--- config.mk ---
export PLATFORM = sky130hd
export DESIGN_NAME = line_voxel_walk_3d_unit
export DESIGN_NICKNAME = d
export VERILOG_FILES = /design/src/lvw3_pkg.sv /design/src/lvw3_front.sv /design/src/lvw3_queue.sv /design/src/lvw3_back.sv /design/src/line_voxel_walk_3d_unit.sv
export VERILOG_INCLUDE_DIRS = /design/src /design/src/src
export SDC_FILE = /design/constraint.sdc
export NUM_CORES = 1
export LEC_CHECK = 0
export BUFFER_PORTS_ARGS = -buffer_cell sky130_fd_sc_hd__buf_2
export CELL_PAD_IN_SITES_DETAIL_PLACEMENT = 1
export CELL_PAD_IN_SITES_GLOBAL_PLACEMENT = 2
export CORE_ASPECT_RATIO = 0.7
export CORE_MARGIN = 2
export CORE_UTILIZATION = 45
export DETAILED_ROUTE_END_ITERATION = 10
export PLACE_DENSITY = 0.82
export SETUP_SLACK_MARGIN = 0.1
export SLEW_MARGIN = 40
export SYNTH_ARGS = -nofsm -noshare
export SYNTH_HDL_FRONTEND = slang
export SYNTH_SLANG_ARGS = --single-unit
--- constraint.sdc ---
create_clock -name clk -period 21.9 [get_ports clk]
set_input_delay 1.095 -clock clk [delete_from_list [all_inputs] [get_ports clk]]
set_output_delay 1.095 -clock clk [all_outputs]
set_load 0.01 [all_outputs]
--- src/line_voxel_walk_3d_unit_assert.svh ---
// Assertion macros shared by the voxel line walker RTL.
`ifndef LINE_VOXEL_WALK_3D_UNIT_ASSERT_SVH
`define LINE_VOXEL_WALK_3D_UNIT_ASSERT_SVH

`ifndef SYNTHESIS
// Same-cycle implication, disabled during reset.
`define LVW3_ASSERT_IMP(name, clk, rst, ante, cons, msg) \
  name: assert property (@(posedge clk) disable iff (rst) (ante) |-> (cons)) \
    else $error(msg);
// Next-cycle implication, disabled during reset.
`define LVW3_ASSERT_NEXT(name, clk, rst, ante, cons, msg) \
  name: assert property (@(posedge clk) disable iff (rst) (ante) |=> (cons)) \
    else $error(msg);
`else
`define LVW3_ASSERT_IMP(name, clk, rst, ante, cons, msg)
`define LVW3_ASSERT_NEXT(name, clk, rst, ante, cons, msg)
`endif

`endif

--- src/lvw3_pkg.sv ---
// Shared types, constants and helpers of the 3D voxel line walker.
package lvw3_pkg;

  localparam int COORD_BITS_DEF = 10;
  localparam int QUEUE_DEPTH = 2;

  localparam logic KIND_LOAD = 1'b0;
  localparam logic KIND_STEP = 1'b1;

  typedef enum logic [1:0] {
    AXIS_X = 2'd0,
    AXIS_Y = 2'd1,
    AXIS_Z = 2'd2
  } axis_t;

  // Returns the first (idx = 0) or second (idx = 1) minor axis of a major axis.
  function automatic axis_t minor_axis(input axis_t ma, input logic idx);
    axis_t res;
    case (ma)
      AXIS_X: res = idx ? AXIS_Z : AXIS_Y;
      AXIS_Y: res = idx ? AXIS_Z : AXIS_X;
      AXIS_Z: res = idx ? AXIS_Y : AXIS_X;
      default: res = idx ? AXIS_Z : AXIS_Y;
    endcase
    return res;
  endfunction

endpackage

--- src/lvw3_front.sv ---
// Front end: decodes an input item and precomputes the line setup for loads.
module lvw3_front #(
  parameter int COORD_BITS = lvw3_pkg::COORD_BITS_DEF,
  parameter type cmd_t = logic
) (
  input  logic                  kind,
  input  logic [COORD_BITS-1:0] start_x,
  input  logic [COORD_BITS-1:0] start_y,
  input  logic [COORD_BITS-1:0] start_z,
  input  logic [COORD_BITS-1:0] end_x,
  input  logic [COORD_BITS-1:0] end_y,
  input  logic [COORD_BITS-1:0] end_z,
  output cmd_t                  cmd
);

  logic [2:0][COORD_BITS-1:0] s_coord;
  logic [2:0][COORD_BITS-1:0] e_coord;
  logic [2:0][COORD_BITS-1:0] dabs;
  logic [2:0]                 signs;
  lvw3_pkg::axis_t            major;
  lvw3_pkg::axis_t            mi;
  logic [COORD_BITS-1:0]      dmaj;
  logic [COORD_BITS-1:0]      target;

  always_comb begin
    s_coord = {start_z, start_y, start_x};
    e_coord = {end_z, end_y, end_x};
    for (int k = 0; k < 3; k++) begin
      if (e_coord[k] > s_coord[k]) begin
        dabs[k]  = e_coord[k] - s_coord[k];
        signs[k] = 1'b0;
      end else begin
        dabs[k]  = s_coord[k] - e_coord[k];
        signs[k] = 1'b1;
      end
    end

    // Largest delta wins; ties go to x first, then y.
    if (dabs[0] >= dabs[1] && dabs[0] >= dabs[2]) begin
      major = lvw3_pkg::AXIS_X;
    end else if (dabs[1] >= dabs[0] && dabs[1] >= dabs[2]) begin
      major = lvw3_pkg::AXIS_Y;
    end else begin
      major = lvw3_pkg::AXIS_Z;
    end

    case (major)
      lvw3_pkg::AXIS_X: begin
        dmaj   = dabs[0];
        target = e_coord[0];
      end
      lvw3_pkg::AXIS_Y: begin
        dmaj   = dabs[1];
        target = e_coord[1];
      end
      lvw3_pkg::AXIS_Z: begin
        dmaj   = dabs[2];
        target = e_coord[2];
      end
      default: begin
        dmaj   = dabs[0];
        target = e_coord[0];
      end
    endcase

    cmd.kind   = kind;
    cmd.start  = s_coord;
    cmd.target = target;
    cmd.dabs   = dabs;
    cmd.signs  = signs;
    cmd.major  = major;
    mi = lvw3_pkg::AXIS_X;
    for (int k = 0; k < 2; k++) begin
      mi = lvw3_pkg::minor_axis(major, k[0]);
      cmd.err[k] = {2'b00, dabs[mi], 1'b0} - {3'b000, dmaj};
    end
  end

endmodule

--- src/lvw3_queue.sv ---
// Short command queue between the front end and the walker back end.
module lvw3_queue #(
  parameter type cmd_t = logic
) (
  input  logic clk,
  input  logic rst,
  input  logic push,
  input  cmd_t push_cmd,
  output logic full,
  input  logic pop,
  output logic head_valid,
  output cmd_t head_cmd
);

  localparam int DEPTH = lvw3_pkg::QUEUE_DEPTH;
  localparam int PTR_BITS = (DEPTH > 1) ? $clog2(DEPTH) : 1;
  localparam int CNT_BITS = $clog2(DEPTH + 1);
  localparam logic [PTR_BITS-1:0] LAST_PTR = PTR_BITS'(DEPTH - 1);
  localparam logic [CNT_BITS-1:0] FULL_CNT = CNT_BITS'(DEPTH);

  cmd_t                entries [DEPTH];
  logic [PTR_BITS-1:0] wr_ptr;
  logic [PTR_BITS-1:0] rd_ptr;
  logic [CNT_BITS-1:0] count;

  assign full       = (count == FULL_CNT);
  assign head_valid = (count != '0);
  assign head_cmd   = entries[rd_ptr];

  always_ff @(posedge clk) begin
    if (push) begin
      entries[wr_ptr] <= push_cmd;
    end
  end

  always_ff @(posedge clk) begin
    if (rst) begin
      wr_ptr <= '0;
      rd_ptr <= '0;
      count  <= '0;
    end else begin
      if (push) begin
        wr_ptr <= (wr_ptr == LAST_PTR) ? '0 : wr_ptr + 1'b1;
      end
      if (pop) begin
        rd_ptr <= (rd_ptr == LAST_PTR) ? '0 : rd_ptr + 1'b1;
      end
      if (push && !pop) begin
        count <= count + 1'b1;
      end else if (pop && !push) begin
        count <= count - 1'b1;
      end
    end
  end

endmodule

--- src/lvw3_back.sv ---
// Back end: holds the walk state, steps one voxel per command and registers the result.
module lvw3_back #(
  parameter int COORD_BITS = lvw3_pkg::COORD_BITS_DEF,
  parameter type cmd_t = logic
) (
  input  logic                  clk,
  input  logic                  rst,
  input  logic                  head_valid,
  input  cmd_t                  head_cmd,
  output logic                  pop,
  output logic                  voxel_valid,
  input  logic                  voxel_stall,
  output logic [COORD_BITS-1:0] voxel_x,
  output logic [COORD_BITS-1:0] voxel_y,
  output logic [COORD_BITS-1:0] voxel_z,
  output logic                  valid_res,
  output logic                  last
);

  localparam int EW = COORD_BITS + 3;

  // Walk state.
  logic [2:0][COORD_BITS-1:0] cur;
  logic [COORD_BITS-1:0]      target;
  logic [2:0][COORD_BITS-1:0] dabs;
  logic [2:0]                 signs;
  logic [1:0][EW-1:0]         err;
  lvw3_pkg::axis_t            major;
  logic                       active;

  logic [2:0][COORD_BITS-1:0] cur_next;
  logic [1:0][EW-1:0]         err_next;
  lvw3_pkg::axis_t            mi;
  logic [EW-1:0]              two_dmaj;
  logic [EW-1:0]              two_dmin;
  logic                       step_last;
  logic                       load_zero;

  function automatic logic [COORD_BITS-1:0] move_one(
    input logic [COORD_BITS-1:0] c,
    input logic                  down
  );
    return down ? c - 1'b1 : c + 1'b1;
  endfunction

  // A new command enters whenever the output register is empty or being drained.
  assign pop = head_valid && (!voxel_valid || !voxel_stall);

  always_comb begin
    cur_next = cur;
    err_next = err;
    mi       = lvw3_pkg::AXIS_X;
    two_dmin = '0;
    two_dmaj = {2'b00, dabs[major], 1'b0};
    cur_next[major] = move_one(cur[major], signs[major]);
    for (int k = 0; k < 2; k++) begin
      mi       = lvw3_pkg::minor_axis(major, k[0]);
      two_dmin = {2'b00, dabs[mi], 1'b0};
      if (!err[k][EW-1]) begin
        cur_next[mi] = move_one(cur[mi], signs[mi]);
        err_next[k]  = err[k] - two_dmaj + two_dmin;
      end else begin
        err_next[k]  = err[k] + two_dmin;
      end
    end
    step_last = (cur_next[major] == target);
    load_zero = (head_cmd.dabs[head_cmd.major] == '0);
  end

  always_ff @(posedge clk) begin
    if (rst) begin
      active      <= 1'b0;
      voxel_valid <= 1'b0;
    end else begin
      if (pop) begin
        voxel_valid <= 1'b1;
        if (head_cmd.kind == lvw3_pkg::KIND_LOAD) begin
          cur       <= head_cmd.start;
          target    <= head_cmd.target;
          dabs      <= head_cmd.dabs;
          signs     <= head_cmd.signs;
          err       <= head_cmd.err;
          major     <= head_cmd.major;
          active    <= !load_zero;
          voxel_x   <= head_cmd.start[0];
          voxel_y   <= head_cmd.start[1];
          voxel_z   <= head_cmd.start[2];
          valid_res <= 1'b1;
          last      <= load_zero;
        end else if (active) begin
          cur       <= cur_next;
          err       <= err_next;
          active    <= !step_last;
          voxel_x   <= cur_next[0];
          voxel_y   <= cur_next[1];
          voxel_z   <= cur_next[2];
          valid_res <= 1'b1;
          last      <= step_last;
        end else begin
          voxel_x   <= '0;
          voxel_y   <= '0;
          voxel_z   <= '0;
          valid_res <= 1'b0;
          last      <= 1'b0;
        end
      end else if (!voxel_stall) begin
        voxel_valid <= 1'b0;
      end
    end
  end

endmodule

--- src/line_voxel_walk_3d_unit.sv ---
// Top level of the 3D Bresenham voxel line walker.
// The walker takes one item per cycle while item_stall is low and returns one
// result per item. A load item (kind = 0) latches start and end voxels, picks
// the major axis (largest absolute delta, ties to x, then y) and returns the
// start voxel; a step item (kind = 1) moves one voxel along the line and
// returns it, with last set at the end point. A step while no walk is in
// progress returns valid_res = 0 and zero coordinates. The front end computes
// the load setup, a two-entry command queue decouples it from the back end, and
// the back end computes the next error terms combinationally, so with no output
// stall the sustained rate is one item per clock. Each item is registered in the
// queue and its result then in the output register; the input stalls only when
// the queue is full.
`include "line_voxel_walk_3d_unit_assert.svh"

module line_voxel_walk_3d_unit #(
  parameter int COORD_BITS = lvw3_pkg::COORD_BITS_DEF
) (
  input  logic                  clk,
  input  logic                  rst,
  input  logic                  item_valid,
  output logic                  item_stall,
  input  logic                  kind,
  input  logic [COORD_BITS-1:0] start_x,
  input  logic [COORD_BITS-1:0] start_y,
  input  logic [COORD_BITS-1:0] start_z,
  input  logic [COORD_BITS-1:0] end_x,
  input  logic [COORD_BITS-1:0] end_y,
  input  logic [COORD_BITS-1:0] end_z,
  output logic                  voxel_valid,
  input  logic                  voxel_stall,
  output logic [COORD_BITS-1:0] voxel_x,
  output logic [COORD_BITS-1:0] voxel_y,
  output logic [COORD_BITS-1:0] voxel_z,
  output logic                  valid_res,
  output logic                  last
);

  localparam int EW = COORD_BITS + 3;

  typedef struct packed {
    logic                       kind;
    logic [2:0][COORD_BITS-1:0] start;
    logic [COORD_BITS-1:0]      target;
    logic [2:0][COORD_BITS-1:0] dabs;
    logic [2:0]                 signs;
    logic [1:0][EW-1:0]         err;
    lvw3_pkg::axis_t            major;
  } cmd_t;

  cmd_t front_cmd;
  cmd_t head_cmd;
  logic q_full;
  logic q_push;
  logic q_pop;
  logic head_valid;
  logic idle_clean;

  assign item_stall = q_full;
  assign q_push     = item_valid && !q_full;

  lvw3_front #(
    .COORD_BITS(COORD_BITS),
    .cmd_t     (cmd_t)
  ) u_front (
    .kind   (kind),
    .start_x(start_x),
    .start_y(start_y),
    .start_z(start_z),
    .end_x  (end_x),
    .end_y  (end_y),
    .end_z  (end_z),
    .cmd    (front_cmd)
  );

  lvw3_queue #(
    .cmd_t(cmd_t)
  ) u_queue (
    .clk       (clk),
    .rst       (rst),
    .push      (q_push),
    .push_cmd  (front_cmd),
    .full      (q_full),
    .pop       (q_pop),
    .head_valid(head_valid),
    .head_cmd  (head_cmd)
  );

  lvw3_back #(
    .COORD_BITS(COORD_BITS),
    .cmd_t     (cmd_t)
  ) u_back (
    .clk        (clk),
    .rst        (rst),
    .head_valid (head_valid),
    .head_cmd   (head_cmd),
    .pop        (q_pop),
    .voxel_valid(voxel_valid),
    .voxel_stall(voxel_stall),
    .voxel_x    (voxel_x),
    .voxel_y    (voxel_y),
    .voxel_z    (voxel_z),
    .valid_res  (valid_res),
    .last       (last)
  );

  assign idle_clean = !last && voxel_x == '0 && voxel_y == '0 && voxel_z == '0;

  // The back end only takes a command that the queue actually holds.
  `LVW3_ASSERT_IMP(a_pop_nonempty, clk, rst, q_pop, head_valid, "pop from empty queue")
  // Every command taken by the back end shows up in the output register next cycle.
  `LVW3_ASSERT_NEXT(a_pop_result, clk, rst, q_pop, voxel_valid, "command lost after pop")
  // An idle step result carries no end flag and zero coordinates.
  `LVW3_ASSERT_IMP(a_idle_result, clk, rst, voxel_valid && !valid_res, idle_clean, "idle step result not cleared")

endmodule
==> Yosys cells after proc, flatten, opt, wreduce, memory -nomap -nowiden <==
Memories as Yosys holds them, arrays and structs flattened. A register that Yosys moved wholly into a read port is not among the register bits.
Cells that the tools add are included.
{ "totals": {"regBits": 139, "mem_count": 1, "mem_bits_rw": 204, "in_bits": 65} }
{ "op_classes": {"addsub": 24, "order_cmp": 16, "reduce_logical": 25, "n_mux": 81, "bitwise_logic": 2, "eq_ne": 8} }
{ "memory_table": {"columns": ["memory", "words", "width", "read_ports", "rd_ports_with_merged_regs", "wr", "line_no", "rtl"], "rows": [
  ["u_queue.entries", 2, 102, 1, 1, 1, "lvw3_queue.sv:21", "cmd_t entries [DEPTH];"]
]} }
{ "ops": {"columns": ["cell", "count"], "rows": [
  ["two-way mux 10 bit", 25],
  ["binary-select mux 10 bit (select 2 bit)", 10],
  ["two-way mux 30 bit", 4],
  ["bitwise mux 30 bit", 3],
  ["demux 10 bit (select 2 bit)", 3],
  ["subtractor 10 bit", 6],
  ["adder 13 x 11 -> 13 bit", 4],
  ["two-way mux 26 bit", 2],
  [">= comparator 10 bit", 4],
  ["case mux 10 bit (2 select lines)", 2],
  ["adder 10 x 1 -> 10 bit (second input constant)", 3],
  ["> comparator 10 bit", 3],
  ["subtractor 10 x 1 -> 10 bit (second input constant)", 3],
  ["two-way mux 13 bit", 2],
  ["subtractor 13 x 11 -> 13 bit", 2],
  ["subtractor 11 x 10 -> 12 bit", 2],
  ["two-way mux 1 bit", 21],
  ["less-than comparator 2 x 3 -> 1 bit (second input constant)", 4],
  ["two-way mux 2 bit", 6],
  ["== test 10 bit", 1],
  ["logical NOT 10 bit", 1],
  ["logical AND 1 bit", 9],
  ["logical NOT 1 bit", 7],
  ["binary-select mux 1 bit (select 2 bit)", 3],
  ["other kinds (16)", 26]
]} }

==> Logic depth before layout (Yosys ltp) <==
Gate-level depths: netlist of the first run.
{ "depth": {"depth_word": 17, "ltp_mapped": 41, "ltp_nobuf": 38} }

==> Cells and area by module <==
Synthesis of the first run repeated with hierarchy kept, for this count alone.
{ "hier_totals": {"hier_cells": 2311, "hier_area_um2": 24841.3} }
{ "by_module_without_submodules": {"columns": ["mod", "cells_each", "instances", "area_per_inst_um2"], "rows": [
  ["lvw3_back", 1181, 1, 11469.8],
  ["lvw3_queue", 339, 1, 7891.3],
  ["lvw3_front", 790, 1, 5466.5],
  ["line_voxel_walk_3d_unit", 1, 1, 13.8]
]} }

==> Worst setup path before layout of the first run <==
OpenSTA, ideal clock, no wires.
{ "synth_path": {"path_type": "input to register", "start": "in end_x[0]", "end": "mem u_queue.entries[0][25] in the netlist's numbering (data pin)", "t_arrival_ns": 7.921, "cell_stages": 40, "setup_slack_ns": 13.713, "cell_sequence": "inv_1 -> ha_1 -> inv_1 -> fa_1 -> a21oi_1 -> nor2_1 -> nor4b_1 -> nor2_1 -> buf_1 -> inv_1 -> o311ai_0 -> a21boi_0 -> o21a_1 -> o21ai_0 -> a21oi_1 -> xor2_1 -> ha_1 -> nand4_1 -> (+4 left out) -> a2111oi_0 -> a31oi_1 -> inv_1 -> buf_2 -> and2_1 -> buf_4 -> buf_2 -> a21oi_1 -> fa_1 -> a21o_1 -> a21oi_1 -> o21bai_1 -> a21oi_1 -> o21bai_1 -> a21oi_1 -> o21bai_1 -> a21oi_1 -> xor2_1"} }
{ "synth_rtl": {"columns": ["item", "line_no", "rtl"], "rows": [
  ["start, declared", "line_voxel_walk_3d_unit.sv:26", "input logic [COORD_BITS-1:0] end_x,"],
  ["end, declared", "lvw3_queue.sv:21", null]
]} }

==> summary.md, run 1 <==
| Metric | Value |
|---|---|
| Post-synthesis sequential area ratio | between 40% and 50% |
| Sw Ratio | 44.0% |
| Syn Area/Cell | 10.6 um^2 |
| Max-slew headroom | approximately a third |
| Post-Route WL | 71.1 mm |
| Distinct cell type count after synthesis | 78 |
| Initial Utilization | 45.5% |
| Post_cts resized | 0 |
| RSZ-0062 raised after global routing | false |
| Pin count of the biggest net entering global routing | 70 |
| Top-area cell type share of the netlist area | 43.9% |
| Cells after DPL | 2808 |
| Pwr/cell area | 161 mW/mm^2 |
| Die height | around 190 um |
| Clock Skews | between 0.02 and 0.025 ns |
| Overflow after GRT | 0 |
| Final setup violation count | 0 |
| CTS Buffer Depth | 3 |
| First-pass GRT wire length | 107 mm |
| Worst slack at placement | 11.22 ns |
| Port-buffer cells | 98 |
| WL per Instance | between 20 and 25 um |
| PnR worst setup slack | 11.54 ns |
| Remaining DRCs | 0 |
| Synth cell count leaders | 327 x edfxtp_1, 236 x inv_1, 170 x ha_1, 151 x a21oi_1 |
| Layout cells sized above 1 | roughly 15% |
| P_leak | 10.1 nW |
| Drt first-iter violations | 1386 |
| Largest cells by area after synthesis | edfxtp_1 44%, ha_1 9.5%, mux2_2 5.8% |
| Setup TNS | 0 ns |
| GRT Overall Usage | 27.6% |
| Max Clk Rate | 96.5 MHz |
| Number of global-route vias before repair | about 17000 |
| Final Cell Area | 0.0249 mm^2 |
| Top FF cell, synth | edfxtp_1 |
| Fill cells | 5363 |
| Register bit count reported by yosys | 334 |
| Final non-filler cell total | between 2000 and 3000 |
| Area leader, netlist | edfxtp_1 |
| Crit Path Class | input port to register |
| Synthesized area | 0.0224 mm^2 |
| CP max FO | 21 |
| Reg clk slew, reported paths | 0.06 ns |
| Crit-path most repeated cell | a21oi_1 |
| Setup crit end kind | register |
| Vias per Instance | about 5.8 |
| CTS Buf Count | 37 |
| Max H-tree Level | 2 |
| Layout area overhead | 11.4% |
| Warnings from Yosys | 0 |
| Count leader, synth | edfxtp_1 |
| Clock Root Buffer | clkbuf_16 |
| Cells after Synth | between 2000 and 2500 |
| Slowest stage delay, CP | 0.69 ns |
| Clock Sinks | between 300 and 400 |
| DP HPWL | 53.8 mm |
| CTS tree | yes |
| Tcrit/Tclk final | 47.3% |
| Cell Area, Placed | 0.0237 mm^2 |
| Syn nets | 2373 |
| Vias | approximately 17000 |
| Final nets | around 2500 |
| Sw power | 1.77 mW |
| Die area | slightly above 0.05 mm^2 |
| Multi-input gate area | 0.0113 mm^2 |
| Combinational power share | 55.7% |
| Slowest CP cell | and2_1 |
| Worst min-delay path category | register to register |
| Max IR drop VDD | 0.0000775 V |
| Register area | 0.00996 mm^2 |
| Rows | 68 |
| Die width | approximately 270 um |
| Clk Latency, worst-skew pair | 0.56 ns |
| Antenna-violating nets left | 0 |
| Required time worst endpoint | 22.27 ns |
| First-pass DRT Iterations | 5 |
| Maxcap violations | 0 |
| Power Total | approximately 4.0 mW |
| I/O pins | between 90 and 100 |
| Final hold vios | 0 |
| WP data arrival | 10.74 ns |
| Flop pwr share | 27.7% |
| Initial antenna violation count | 3 |
| Final GP Congestion | 0.919 |
| Tmin final | 10.36 ns |
| Max Transition Viols Final | 0 |
| Core box area | between 0.04 and 0.05 mm^2 |
| Status | finished, final reports clean |
| Postcts setup bufs | 0 |
| P_int | 2.25 mW |
| Clock power share | 16.5% |
| Cts hold-fix bufs | 0 |
| Asr flop ratio synth | 0% |
| Post-synth EDFFs | 327 |
| Worst Max-Slew Pin Slew | 0.971 ns |
| Critical path startpoint category | input port |
[state kept, by name, indices dropped and copies added, names as in the netlist, 2 cells and up, named ones only]
name / cells
u_back.voxel_z: 10
u_back.major: 2
u_back.target: 10
u_back.cur: 30
u_back.signs: 3
u_back.dabs: 30
u_back.voxel_x: 10
u_queue.entries: 196
u_back.voxel_y: 10
u_queue.count: 2
u_back.err: 24
[layer usage]
layer	global-route usage [%]	routed length (um)	vias up	share of wire, %
met5	0	0	-	0
met4	4.42	831	0	1.2
met3	4.05	4840	51	6.8
met2	41.4	30200	530	42
met1	42.6	35300	8442	50
li1	-	-	7720	-
[final cells by class]
type / count / area share, %
diodes: 1 / 0.0100
clock buffers: 47 / 4.07
clock inverters: 21 / 0.983
inverters: 238 / 3.59
multi-input cells: 1452 / 45.4
flip-flops and latches: 334 / 39.9
well taps: 665 / 3.34
repair buffers: 120 / 2.68
[critical path, delay by kind of cell]
family	cells	cell delay [ns]
AOI/OAI and AO/OA	19	4.18
xor gates and xnor gates	2	0.80
adders and majority gates	4	1.61
buffers and inverters	4	1.03
and+or+nand+nor	6	2.00
[power by group through the flow]
| stage | logic, mW | registers [mW] | clock network (mW) |
|---|---|---|---|
| 6_report | 2.24 | 1.11 | 0.665 |
| 5_1_grt | 2.46 | 1.13 | 0.700 |
| 4_1_cts | 2.22 | 1.11 | 0.675 |
| 3_3_place_gp | 2.12 | 1.12 | 0 |
| 2_1_floorplan | 1.53 | 1.11 | 0 |
| 3_5_place_dp | 2.20 | 1.13 | 0 |
[through the flow]
step / hold WS, ns / util [%]
after CTS: 0.489 / 50.7
after global placement: 0.465 / 48.0
final: 0.486 / 50.7
after global routing: 0.506 / 50.7
after detailed placement: 0.481 / 48.1
after floorplan: 0.472 / -
[final timing paths]
| path | start | endpoint | slack [ns] | cells past startpoint |
|---|---|---|---|---|
| max | start_x[3] | u_queue.entries[0][25] | 11.54 | 35 |
| max reg2reg | u_back.major[1] | u_back.last | 15.61 | 18 |
| min | u_back.voxel_valid | u_back.voxel_valid | 0.49 | 2 |
| min reg2reg | u_back.voxel_valid | u_back.voxel_valid | 0.49 | 2 |
[layout by cell type (no fill, tap or decap), types with 35 or more instances in the layout]
cell type,n
mux2i_1,92
nor2_1,121
buf_2,98
mux2_2,116
edfxtp_1,327
clkbuf_16,39
a21oi_1,151
xnor2_1,64
o21ai_0,129
fa_1,35
nand2_1,130
inv_1,236
ha_1,168
and2_1,35
xor2_1,37
[logic make-up after synthesis]
| family | count (synthesis) | share of synthesized area, % |
|---|---|---|
| AOI/OAI and AO/OA | 493 | 13.9 |
| and+or+nand+nor | 435 | 9.16 |
| DFF | 334 | 44.5 |
| buffers and inverters | 317 | 5.36 |
| muxes | 211 | 10.1 |
| adders and majority gates | 208 | 12.8 |
| xor gates and xnor gates | 105 | 4.19 |
(Power assumes the default switching activity.)
==> run 2, diff against run 1 <==
--- a/config.mk
+++ b/config.mk
@@ -11,9 +11,9 @@
 export CELL_PAD_IN_SITES_GLOBAL_PLACEMENT = 2
 export CORE_ASPECT_RATIO = 0.7
 export CORE_MARGIN = 2
-export CORE_UTILIZATION = 45
+export CORE_UTILIZATION = 38
 export DETAILED_ROUTE_END_ITERATION = 10
-export PLACE_DENSITY = 0.82
+export PLACE_DENSITY = 0.73
 export SETUP_SLACK_MARGIN = 0.1
 export SLEW_MARGIN = 40
 export SYNTH_ARGS = -nofsm -noshare
==> constraint.sdc (replaced) <==
create_clock -name clk -period 9.3 [get_ports clk]
set_input_delay 0.465 -clock clk [delete_from_list [all_inputs] [get_ports clk]]
set_output_delay 0.465 -clock clk [all_outputs]
set_load 0.01 [all_outputs]
==> run 2 against run 1 <==
Effect of this change:
- worst hold slack got worse by 0.37 ns
- setup slack worse by 11 ns
- combinational power is 140% higher
- power is 140% higher
- sequential share of layout area shrank 0.48 points
- cell count up 3.9%
- register-to-register slack worse by 12 ns
- highest routed layer unchanged
- critical path type unchanged
- critical endpoint is now u_queue.entries[1][25]
- clock skew down 0.0046 ns
- largest power group unchanged
- critical path depth up 3
- clock-buffer cell count is 2 lower
- non-clock buffer count up 15
==> summary.md, run 2 (synthesis results as in run 1) <==
| Metric | Value |
|---|---|
| P_leak | 10.2 nW (was 10.1 nW) |
| Crit Path Class | input port to register (unchanged) |
| DP HPWL | 55.3 mm (was 53.8 mm) |
| Slowest CP cell | a2111oi_1 (was and2_1) |
| Pin count of the biggest net entering global routing | 69 (was 70) |
| Max-slew headroom | 37.2% (was 34.8%) |
| GRT Overall Usage | 23.6% (was 27.6%) |
| Worst Max-Slew Pin Slew | 0.932 ns (was 0.971 ns) |
| CTS tree | yes (unchanged) |
| Worst min-delay path category | input port to register (was register to register) |
| Tmin final | 8.50 ns |
| Flop pwr share | 27.6% (was 27.7%) |
| Status | finished, final reports clean (unchanged) |
| Worst Min Path Start | start_z[9] (was u_back.voxel_valid) |
| Cell family with most CP delay | compound AO/OA/AOI/OAI gates (unchanged) |
| Core box area | 0.0583 mm^2 (was 0.0492 mm^2) |
| CTS Buffer Depth | 3 (unchanged) |
| Clock Root Buffer | clkbuf_16 (unchanged) |
| Setup TNS | 0 ns (unchanged) |
| Final GP Congestion | 0.928 (was 0.919) |
| Most frequent cells in the layout | 327 x edfxtp_1, 236 x inv_1, 169 x ha_1 (was 327 x edfxtp_1, 236 x inv_1, 168 x ha_1) |
| R2R Path Start | u_back.major[0] (was u_back.major[1]) |
| Cts hold-fix bufs | 0 (unchanged) |
| Reg clk slew, reported paths | 0.07 ns (was 0.06 ns) |
| Worst Setup SP | end_x[0] (was start_x[3]) |
| M2 GR Usage | 32.7% (was 41.4%) |
| First-pass DRT Iterations | 5 (unchanged) |
| Die width | 294 um (was 271 um) |
| Clock Sinks | 334 (unchanged) |
| Worst slack at placement | 0.333 ns (was 11.22 ns) |
| Post_cts resized | 0 (unchanged) |
| Largest Register | u_queue.entries (unchanged) |
| Global routing's busiest layer | met1 (unchanged) |
| PnR worst setup slack | 0.799 ns (was 11.54 ns) |
| Fill cells | 6374 (was 5363) |
| Power Total | 9.50 mW (was 4.02 mW) |
| Max Clk Rate | roughly 120 MHz |
| Clock power share | 16.6% (was 16.5%) |
| Overflow after GRT | 0 (unchanged) |
| Number of global-route vias before repair | 16800 (was 17100) |
| Clock Skews | 0.0160 ns (was 0.0205 ns) |
| Max IR drop VDD | 0.000187 V (was 0.0000775 V) |
| Required time worst endpoint | 9.69 ns (was 22.27 ns) |
| I/O pins | 99 (unchanged) |
| Met3 Use GR | 4.06% (was 4.05%) |
| Slowest stage delay, CP | 0.60 ns (was 0.69 ns) |
| First-pass GRT wire length | 108 mm (was 107 mm) |
| CTS Buf Count | 38 (was 37) |
| Max reg flops | 196 (unchanged) |
| Drt first-iter violations | 1391 (was 1386) |
| Critical path startpoint category | input port (unchanged) |
| Final hold vios | 0 (unchanged) |
| Vias | 16600 (was 16700) |
| Die height | 207 um (was 191 um) |
| Multi-input gate area | 0.0113 mm^2 (about the same) |
| Max Transition Viols Final | 0 (unchanged) |
| WP data arrival | 8.89 ns (was 10.74 ns) |
| Crit-path most repeated cell | a21oi_1 (unchanged) |
| RSZ-0062 raised after global routing | false (unchanged) |
| Antenna-violating nets left | 0 (unchanged) |
| Tcrit/Tclk final | about nine tenths |
| P_int | 5.32 mW (was 2.25 mW) |
| Final non-filler cell total | 2990 (was 2878) |
| Remaining DRCs | 0 (unchanged) |
| Port-buffer cells | 98 (unchanged) |
| Met1 Usage GRT | 38.1% (was 42.6%) |
| Die area | 0.0609 mm^2 (was 0.0516 mm^2) |
| Sw power | 4.18 mW (was 1.77 mW) |
| Regs by FF count | u_queue.entries x196, u_back.cur x30, u_back.dabs x30 (unchanged) |
| Max H-tree Level | 2 (unchanged) |
| Post-Route WL | 71.8 mm (was 71.1 mm) |
| Commonest non-fill, non-tap cell in the layout | edfxtp_1 (unchanged) |
| Postcts setup bufs | 0 (unchanged) |
| CP max FO | 20 (was 21) |
| Cells after DPL | 2916 (was 2808) |
| Initial antenna violation count | 6 (was 3) |
| Final nets | 2469 (was 2453) |
| Clk Latency, worst-skew pair | 0.57 ns (was 0.56 ns) |
| Final setup violation count | 0 (unchanged) |
| Register area | 0.00996 mm^2 (unchanged) |
| Layout cells sized above 1 | 15.9% (was 15.1%) |
| Sw Ratio | 44.0% (about the same) |
| Rows | 74 (was 68) |
| WL per Instance | 24.0 um (was 24.7 um) |
| Vias per Instance | 5.55 (was 5.82) |
| Layout area overhead | 12.8% (was 11.4%) |
| Setup crit end kind | register (unchanged) |
| Initial Utilization | 38.4% (was 45.5%) |
| WP buf/inv | 6 (was 4) |
| Combinational power share | 55.8% (was 55.7%) |
| Maxcap violations | 0 (unchanged) |
| Pwr/cell area | 376 mW/mm^2 (was 161 mW/mm^2) |
[run 2: final timing paths]
check | end | slack (ns) | depth (start not counted)
max | u_queue.entries[1][25] | 0.80 | 38
min | u_queue.entries[1][100] | 0.11 | 1
max reg2reg | u_back.last | 3.46 | 18
min reg2reg | u_back.voxel_valid | 0.48 | 2
[run 2: per-layer routing]
| metal | vias up | part of all wire, % |
|---|---|---|
| li1 | 7761 | - |
| met1 | 8298 | 52 |
| met2 | 467 | 40 |
| met3 | 67 | 7.0 |
| met4 | 0 | 1.4 |
| met5 | - | 0 |
[run 2: area by class of cell]
type / instances / share of cell area (%)
antenna: 1 / 0.00991
tap: 760 / 3.77
clock buffer: 45 / 4.12
multi-input combinational: 1452 / 44.8
sequential: 334 / 39.5
timing repair buffer: 135 / 3.28
clock inverter: 25 / 0.981
inverter: 238 / 3.54
[run 2: power groups by stage]
stage          Combinational, mW  Sequential, mW  Clock (mW)
2_1_floorplan               3.59            2.61           0
3_3_place_gp                5.07            2.64           0
3_5_place_dp                5.23            2.65           0
4_1_cts                     5.27            2.62        1.61
5_1_grt                     5.86            2.66        1.67
6_report                    5.30            2.62        1.57
[run 2: worst reg2reg max path, cell delays in order, from the launching register on]
cell	delay [ns]
edfxtp_1	0.38
inv_1	0.21
ha_2	0.68
mux2i_1	0.67
inv_1	0.38
ha_1	0.43
nor2b_1	0.16
o21ai_0	0.22
a21boi_0	0.18
o311a_1	0.35
o21ai_0	0.20
nor3b_1	0.29
o21ai_0	0.14
o221ai_1	0.16
mux2_2	0.38
a211oi_1	0.24
nand3_1	0.09
nor3_1	0.37
a31o_2	0.21
[run 2: through the flow]
stage,instance area (um^2),utilization [%],hold slack (ns)
2_1_floorplan,22400,-,0.472
3_3_place_gp,23800,40.8,0.471
3_5_place_dp,23900,40.9,0.474
4_1_cts,25200,43.2,0.0840
5_1_grt,25200,43.3,0.0925
6_report,25200,43.3,0.112
==> run 3, diff against run 2 <==
--- a/config.mk
+++ b/config.mk
@@ -11,9 +11,9 @@
 export CELL_PAD_IN_SITES_GLOBAL_PLACEMENT = 2
 export CORE_ASPECT_RATIO = 0.7
 export CORE_MARGIN = 2
-export CORE_UTILIZATION = 38
+export CORE_UTILIZATION = 45
 export DETAILED_ROUTE_END_ITERATION = 10
-export PLACE_DENSITY = 0.73
+export PLACE_DENSITY = 0.82
 export SETUP_SLACK_MARGIN = 0.1
 export SLEW_MARGIN = 40
 export SYNTH_ARGS = -nofsm -noshare
==> constraint.sdc (replaced) <==
create_clock -name clk -period 11 [get_ports clk]
set_input_delay 0.55 -clock clk [delete_from_list [all_inputs] [get_ports clk]]
set_output_delay 0.55 -clock clk [all_outputs]
set_load 0.01 [all_outputs]
==> run 3 against run 2 <==
Effect of this change:
- register-to-register slack improved by 1.3 ns
- sequential cell count did not move
- global-route usage up 4.7 points
- clock power shrank 21%
- setup slack better by 0.72 ns
- worst hold slack gained 0.070 ns
- core utilization up 7.3 points
- clock skew up 0.013 ns
- critical path depth shrank 1
- power is 16% lower
- non-clock buffer count is 16 lower
- critical path type unchanged
- critical endpoint unchanged
- largest cell class unchanged
==> summary.md, run 3 (synthesis results as in run 1) <==
| Metric | Value |
|---|---|
| Overflow after GRT | 0 (unchanged) |
| Remaining DRCs | 0 (unchanged) |
| Antenna-violating nets left | 0 (unchanged) |
| Slowest CP cell | nor4b_1 (was a2111oi_1) |
| GRT Overall Usage | 28.3% (was 23.6%) |
| Layout area overhead | 11.1% (was 12.8%) |
| Slowest stage delay, CP | 0.74 ns (was 0.60 ns) |
| P_int | 4.40 mW (was 5.32 mW) |
| Number of global-route vias before repair | 17500 (was 16800) |
| Tcrit/Tclk final | a little under nine tenths |
| Rows | 68 (was 74) |
| Setup crit end kind | register (unchanged) |
| RSZ-0062 raised after global routing | false (unchanged) |
| P_leak | 10.1 nW (was 10.2 nW) |
| Postcts setup bufs | 0 (unchanged) |
| Max H-tree Level | 2 (unchanged) |
| Max Clk Rate | roughly 110 MHz |
| Tmin final | about 9.5 ns |
| Initial antenna violation count | 4 (was 6) |
| Final nets | 2453 (was 2469) |
| Combinational power share | 56.6% (was 55.8%) |
| Max IR drop VDD | 0.000180 V (was 0.000187 V) |
| Pin count of the biggest net entering global routing | 81 (was 69) |
| Maxcap violations | 0 (unchanged) |
| WP data arrival | 9.88 ns (was 8.89 ns) |
| First-pass DRT Iterations | 6 (was 5) |
| Port-buffer cells | 98 (unchanged) |
| CTS Buffer Depth | 3 (unchanged) |
| Cts hold-fix bufs | 0 (unchanged) |
| WP buf/inv | 4 (was 6) |
| Hold path depth | 1 (unchanged) |
| Reg clk slew, reported paths | 0.06 ns (was 0.07 ns) |
| Core box area | 0.0492 mm^2 (was 0.0583 mm^2) |
| First-pass GRT wire length | 110 mm (was 108 mm) |
| Number of cells on the critical path | 37 (was 38) |
| Max-slew headroom | 39.6% (was 37.2%) |
| Die width | 271 um (was 294 um) |
| Clock Sinks | 334 (unchanged) |
| Die height | 191 um (was 207 um) |
| Post-Route WL | 72.8 mm (was 71.8 mm) |
| Worst r2r path cells | 18 (unchanged) |
| WL per Instance | 25.3 um (was 24.0 um) |
| Final hold vios | 0 (unchanged) |
| CTS Buf Count | 38 (unchanged) |
| Worst min-delay path category | input port to register (unchanged) |
| Critical path startpoint category | input port (unchanged) |
| Crit Path Class | input port to register (unchanged) |
| Drt first-iter violations | 1517 (was 1391) |
| Fill cells | 5378 (was 6374) |
| Initial Utilization | 45.5% (was 38.4%) |
| Die area | 0.0516 mm^2 (was 0.0609 mm^2) |
| Layout cells sized above 1 | 15.2% (was 15.9%) |
| Max Transition Viols Final | 0 (unchanged) |
| Vias per Instance | 5.90 (was 5.55) |
| Cells after DPL | 2808 (was 2916) |
| CP max FO | 20 (unchanged) |
| Vias | 17000 (was 16600) |
| I/O pins | 99 (unchanged) |
| Sw Ratio | 44.8% (was 44.0%) |
| Final setup violation count | 0 (unchanged) |
| Pwr/cell area | 320 mW/mm^2 (was 376 mW/mm^2) |
| Final non-filler cell total | 2878 (was 2990) |
| Most frequent cells in the layout | 327 x edfxtp_1, 236 x inv_1, 168 x ha_1 (was 327 x edfxtp_1, 236 x inv_1, 169 x ha_1) |
| Cell family with most CP delay | compound AO/OA/AOI/OAI gates (unchanged) |
| Power Total | 7.96 mW (was 9.50 mW) |
| Clock power share | 15.5% (was 16.6%) |
| Final GP Congestion | 0.884 (was 0.928) |
| Commonest non-fill, non-tap cell in the layout | edfxtp_1 (unchanged) |
| Sw power | 3.57 mW (was 4.18 mW) |
| Clock Skews | 0.0292 ns (was 0.0160 ns) |
| DP HPWL | 54.8 mm (was 55.3 mm) |
| Flop pwr share | 27.9% (was 27.6%) |
| Regs by FF count | u_queue.entries x196, u_back.cur x30, u_back.dabs x30 (unchanged) |
| Clock Root Buffer | clkbuf_16 (unchanged) |
| Crit-path most repeated cell | a21oi_1 (unchanged) |
| Status | finished, final reports clean (unchanged) |
| Max reg flops | 196 (unchanged) |
| CTS tree | yes (unchanged) |
| Setup TNS | 0 ns (unchanged) |
| Required time worst endpoint | 11.40 ns (was 9.69 ns) |
| Worst Max-Slew Pin Slew | 0.903 ns (was 0.932 ns) |
| Largest Register | u_queue.entries (unchanged) |
| Post_cts resized | 0 (unchanged) |
| Clk Latency, worst-skew pair | 0.57 ns (about the same) |
-- run 3: worst paths after layout --
kind / slack, ns / start / to
worst min register to register: 0.48 / u_back.voxel_valid / u_back.voxel_valid
worst max register to register: 4.78 / u_back.major[0] / u_back.last
worst max-delay path: 1.52 / end_x[0] / u_queue.entries[1][25]
worst min-delay path: 0.18 / kind / u_queue.entries[1][101]
-- run 3: area by class of cell --
type	count	area, um^2	share of cell area [%]
Multi-Input combinational cell	1452	11300	45.6
Clock inverter	22	159	0.639
Inverter	238	895	3.60
Antenna cell	2	5.00	0.0201
Sequential cell	334	9960	40.1
Clock buffer	46	1010	4.07
Timing Repair Buffer	119	672	2.70
Tap cell	665	832	3.35
-- run 3: per-layer routing --
metal  track usage, %  wire length [um]  up-vias  part of all wire, %
li1                 -                 -     7707                    -
met1             43.5             35200     8584                   48
met2             42.0             30700      604                   42
met3             4.56              5730       83                  7.9
met4             5.69              1220        0                  1.7
met5                0                 0        -                    0
-- run 3: power by group through the flow --
| stage | clock [mW] | combinational, mW | sequential, mW |
|---|---|---|---|
| 6_report | 1.24 | 4.50 | 2.22 |
| 5_1_grt | 1.30 | 4.93 | 2.25 |
| 4_1_cts | 1.26 | 4.46 | 2.22 |
| 3_5_place_dp | 0 | 4.42 | 2.25 |
| 3_3_place_gp | 0 | 4.25 | 2.22 |
| 2_1_floorplan | 0 | 3.04 | 2.20 |
-- run 3: per-stage QoR --
stage | cell area, um^2 | utilization, % | hold slack [ns] | setup WS (ns)
CTS | 24900 | 50.5 | 0.149 | 1.74
global placement | 23600 | 48.0 | 0.466 | 1.42
floorplan | 22400 | - | 0.472 | 3.36
global route | 24900 | 50.6 | 0.158 | 0.850
detailed placement | 23700 | 48.2 | 0.483 | 1.18
finish | 24900 | 50.6 | 0.182 | 1.52
